$ cat src/design/svx_ram.sv
// Generic single-write, single-read synchronous RAM with registered read data.
// No dependencies.
module svx_ram #(
  parameter int WIDTH = 8,
  parameter int DEPTH = 16
) (
  input  logic                     clk,
  input  logic                     we,
  input  logic [$clog2(DEPTH)-1:0] waddr,
  input  logic [WIDTH-1:0]         wdata,
  input  logic [$clog2(DEPTH)-1:0] raddr,
  output logic [WIDTH-1:0]         rdata
);

  logic [WIDTH-1:0] mem [DEPTH];

  always_ff @(posedge clk) begin
    if (we) begin
      mem[waddr] <= wdata;
    end
    rdata <= mem[raddr];
  end

endmodule

$ cat config.mk
export PLATFORM = sky130hd
export DESIGN_NAME = svx_ram
export DESIGN_NICKNAME = d
export VERILOG_FILES = /design/src/design/svx_ram.sv
export SDC_FILE = /design/constraint.sdc
export NUM_CORES = 1
export LEC_CHECK = 0
export BUFFER_PORTS_ARGS = -buffer_cell sky130_fd_sc_hd__clkbuf_2
export CAP_MARGIN = 10
export CORE_UTILIZATION = 54
export CTS_CLUSTER_SIZE = 16
export DETAILED_ROUTE_END_ITERATION = 12
export PLACE_DENSITY = 0.85
export SYNTH_ARGS = -nofsm -noshare
export SYNTH_HDL_FRONTEND = slang
export SYNTH_SLANG_ARGS = --single-unit
$ cat constraint.sdc
create_clock -name clk -period 1.6 [get_ports clk]
set_input_delay 0.24 -clock clk [delete_from_list [all_inputs] [get_ports clk]]
set_output_delay 0.24 -clock clk [all_outputs]
set_load 0.1 [all_outputs]
; ---- Word-level counts from Yosys, hierarchy flattened
; Memory sizes are Yosys's and may differ from the RTL's. A register that Yosys moved wholly into a read port is not among the register bits.
; Cells that the tools add are included.
[op_classes]
n_mux = 2
[op_table]
columns = operator, count
row1 = $mux W1, 2
[totals]
ff_bits = 0
ramBits = 128
elab_cells = 3
n_memories = 1
[mem_list]
columns = name, depth, word_bits, read_ports, rd_ports_with_merged_regs, wr, line_no
row1 = mem, 16, 8, 1, 1, 1, 15  ; logic [WIDTH-1:0] mem [DEPTH];

; ---- Depth between registers and ports, before layout
[logic_depth]
depth_word = 2
ltp_mapped = 5
depth_no_buf = 3

; ---- Worst setup path before layout
; Ideal clock, no wire load.
[synth_path]
path_kind = input to register
start = input waddr[2]
end = memory mem[0][0] (enable)
setup_time_ps = 383
arrival_time_ps = 1350
required_ps = 1217
setup_slack_ps = -133
cell_stages = 2
n_path_buf = 0
cell_sequence = or3b_2 -> nor3_1
[synth_rtl]
columns = element, line_no
row1 = "start, declared", 9  ; input logic [$clog2(DEPTH)-1:0] waddr,
row2 = "end, declared", 15
; Straight into the memory's write port.

; ---- Worst setup path after layout
[layout_path]
start = register rdata[1], read port of mem
end = output rdata[1]
[layout_rtl]
columns = element, line_no
row1 = "start, declared", 12  ; output logic [WIDTH-1:0] rdata
; No word-level cell between the ends.

==> results.md <==
- Status: complete, no violations
- Critical path arrival: 1.30 ns
- Final Cell Area: 6140 um^2
- Highest ir drop seen on vdd: 0.00113 V
- Layout area overhead: 19.2%
- Pin count of the biggest net entering global routing: 33
- Final clock skew: 0.00777 ns
- Drt pass-1 iters: 4
- Share of the synthesized area in the top cell type: 74.7%
- #FFs+latches synth: 136
- Register area share after synthesis: 77.8%
- Post-CTS setup buffers: 0
- N_diodes: 0
- Worst slew margin: 52.2%
- CTS tree: built
- P per Cell Area: 1340 nW/um^2
- GR Util All Layers: 22.4%
- Synth unique cells: 19
- Wirelength per Cell: 22.6 um
- Worst-skew pair later-pin latency: 0.51 ns
- Max Root-Sink Buffers: 2
- Crit share post-route: 96.2%
- CTS Root Cell: clkbuf_8
- Fin. max-slew vios: 0
- Starting Density: 55.7%
- Post-DP HPWL: 6060 um
- FFs w/ async S/R, synth: 0%
- Nets: 304
- Vias in the first global route: 2617
- DR vias/cell: 5.70
- Post-Synthesis Cell Area: 5150 um^2
- Post-synth EDFFs: 128
- Hold Fails Final Rpt: 0
- CP Class: reg -> out
- H-tree depth: 4
- Mapped Cells: 229
- FILL cells: 583
- Worst Setup End Kind: primary output
- Gr ovfl total: 0
- Crit-path slowest cell: clkbuf_2
- First-pass GRT wire length: 15300 um
- Die area: 9930 um^2
- Row cnt: 35
- Maximum clock rate: 650 MHz
- I/O Pins: 26
- Detailed Route WL: 9680 um
- Primary FF master, synth: edfxtp_1
- RSZ-0062 raised after global routing: no
- Post-route minimum period: 1.54 ns
- Initial antenna violation count: 0
- Worst hold path depth: 1
- Clk slew on worst S/H paths: 0.06 ns
- Commonest cells in the netlist: edfxtp_1, mux4_2, a22oi_1, mux4_1, nor2_1
- Die Height: 99.6 um
- Worst Max-Slew Pin Slew: 0.714 ns
- Type of origin of the critical path: flip-flop
- Top cells by area, synth: edfxtp_1, mux4_2, mux4_1
- Leak: 2.10 nW
- Family with the most delay on the worst path: buffers and inverters
- DRC viols: 0
- Die Wd: 99.6 um
- R2r setup slk: 0.18 ns
- Worst r2r dst: rdata[5]
- CP startpoint: rdata[1]
- Cells after DPL: 396
- Final Setup Violations: 0
- DR iter-0 viols: 213
- Layout cell share with drive strength beyond 1: 33.1%
- Storage cell area: 4000 um^2
- Final antenna-violating net count: 0
- Clock sink total: 136
- Worst R2R Start: mem[0][5]
- Dpl cell area: 5560 um^2
- Crit-path cells: clkbuf_2
- Most frequent cell after synthesis: edfxtp_1
- Port-buffer cells: 25
- Crit path to: rdata[1]
- HP Class: in -> reg
- Synthesis Warnings: 0
- Syn Area/Cell: 22.5 um^2
- Area leader, netlist: edfxtp_1
- R2R cell count: 3
- Non-Filler Instances: 428
- Core outline area: 9240 um^2
- Max incr delay on CP: 0.45 ns
- Cts hold-fix bufs: 0
- Fin util: 66.4%
- RD Place Congestion: 0.760
- Multi-input logic area: 1060 um^2
- Synth Net Count: 247
- WP depth: 1
- Via Count: 2438
- Crit path buffers/inverters: 1
- Critical path peak fanout: 1
- Critical path required time: 1.36 ns
- Max-cap viol count: 0
- Number of CTS-inserted buffers: 17
## flip-flops by register name, indices dropped and copies added (netlist names)
name	cells
mem	128
rdata	8
## cell usage in the layout (no fill, tap or decap)
master	count
nand2_1	9
clkinv_4	5
mux4_1	14
buf_2	1
buf_12	3
dfxtp_1	8
buf_4	20
nor2b_1	1
clkbuf_4	1
nand2b_1	2
a22oi_1	16
mux4_2	18
and2_1	1
nor3_1	3
clkbuf_2	23
nor2_1	13
clkinv_2	2
inv_6	1
nand3_1	1
bufinv_16	2
nand3b_1	2
nor3_2	1
clkinvlp_4	4
edfxtp_1	128
clkbuf_1	1
and2b_1	1
or3b_2	1
clkbuf_8	1
clkbuf_16	16
## report_power, final
part	switching [mW]	internal (mW)	leakage, nW	total (mW)
registers	0.0251	3.98	1.22	4.01
clock network	1.46	2.22	0.267	3.69
logic	0.377	0.168	0.611	0.545
## per-stage QoR
step	hold WS (ns)	setup TNS, ns	setup WS, ns	total power, mW
finish	0.163	0	0.0614	8.24
floorplan	0.339	0	0.0939	4.45
detailed placement	0.675	-0.247	-0.0839	4.63
CTS	0.142	0	0.0169	8.30
global placement	0.639	-0.0984	-0.0485	4.60
global route	0.167	0	0.0153	8.49
## how the worst min path moves through the flow
stage,slack [ns],from,end
3_5_place_dp,0.68,mem[7][0],rdata[0]
5_1_grt,0.17,wdata[4],mem[4][4]
2_1_floorplan,0.34,wdata[0],mem[0][0]
4_1_cts,0.14,wdata[0],mem[6][0]
3_3_place_gp,0.64,wdata[4],mem[6][4]
6_report,0.16,wdata[0],mem[8][0]
## logic make-up after synthesis
kind of cell           share of synthesized area [%]
muxes                                           15.0
and+or+nand+nor                                 3.18
AOI/OAI and AO/OA                               2.33
buffers and inverters                           1.68
DFF                                             77.8
## routing by layer
| layer | GRT usage, % | vias up | wire length (um) |
|---|---|---|---|
| met4 | 8.71 | 0 | 165 |
| met2 | 34.8 | 87 | 4890 |
| met1 | 30.9 | 1250 | 4020 |
| met5 | 0 | - | 0 |
| li1 | - | 1089 | - |
| met3 | 5.90 | 12 | 611 |
## cell type report
| type | count | area share (%) |
|---|---|---|
| Clock buffer | 18 | 6.81 |
| Clock inverter | 14 | 2.49 |
| Timing Repair Buffer | 48 | 5.51 |
| Sequential cell | 136 | 65.3 |
| Tap cell | 129 | 2.63 |
| Multi-Input combinational cell | 83 | 17.3 |
## what timing repair did
item / in CTS / in global routing
resized for setup: 1 / 1
endpoints found under the hold margin: 0 / 0
setup endpoints to repair: 1 / 1
(Power assumes the default switching activity.)
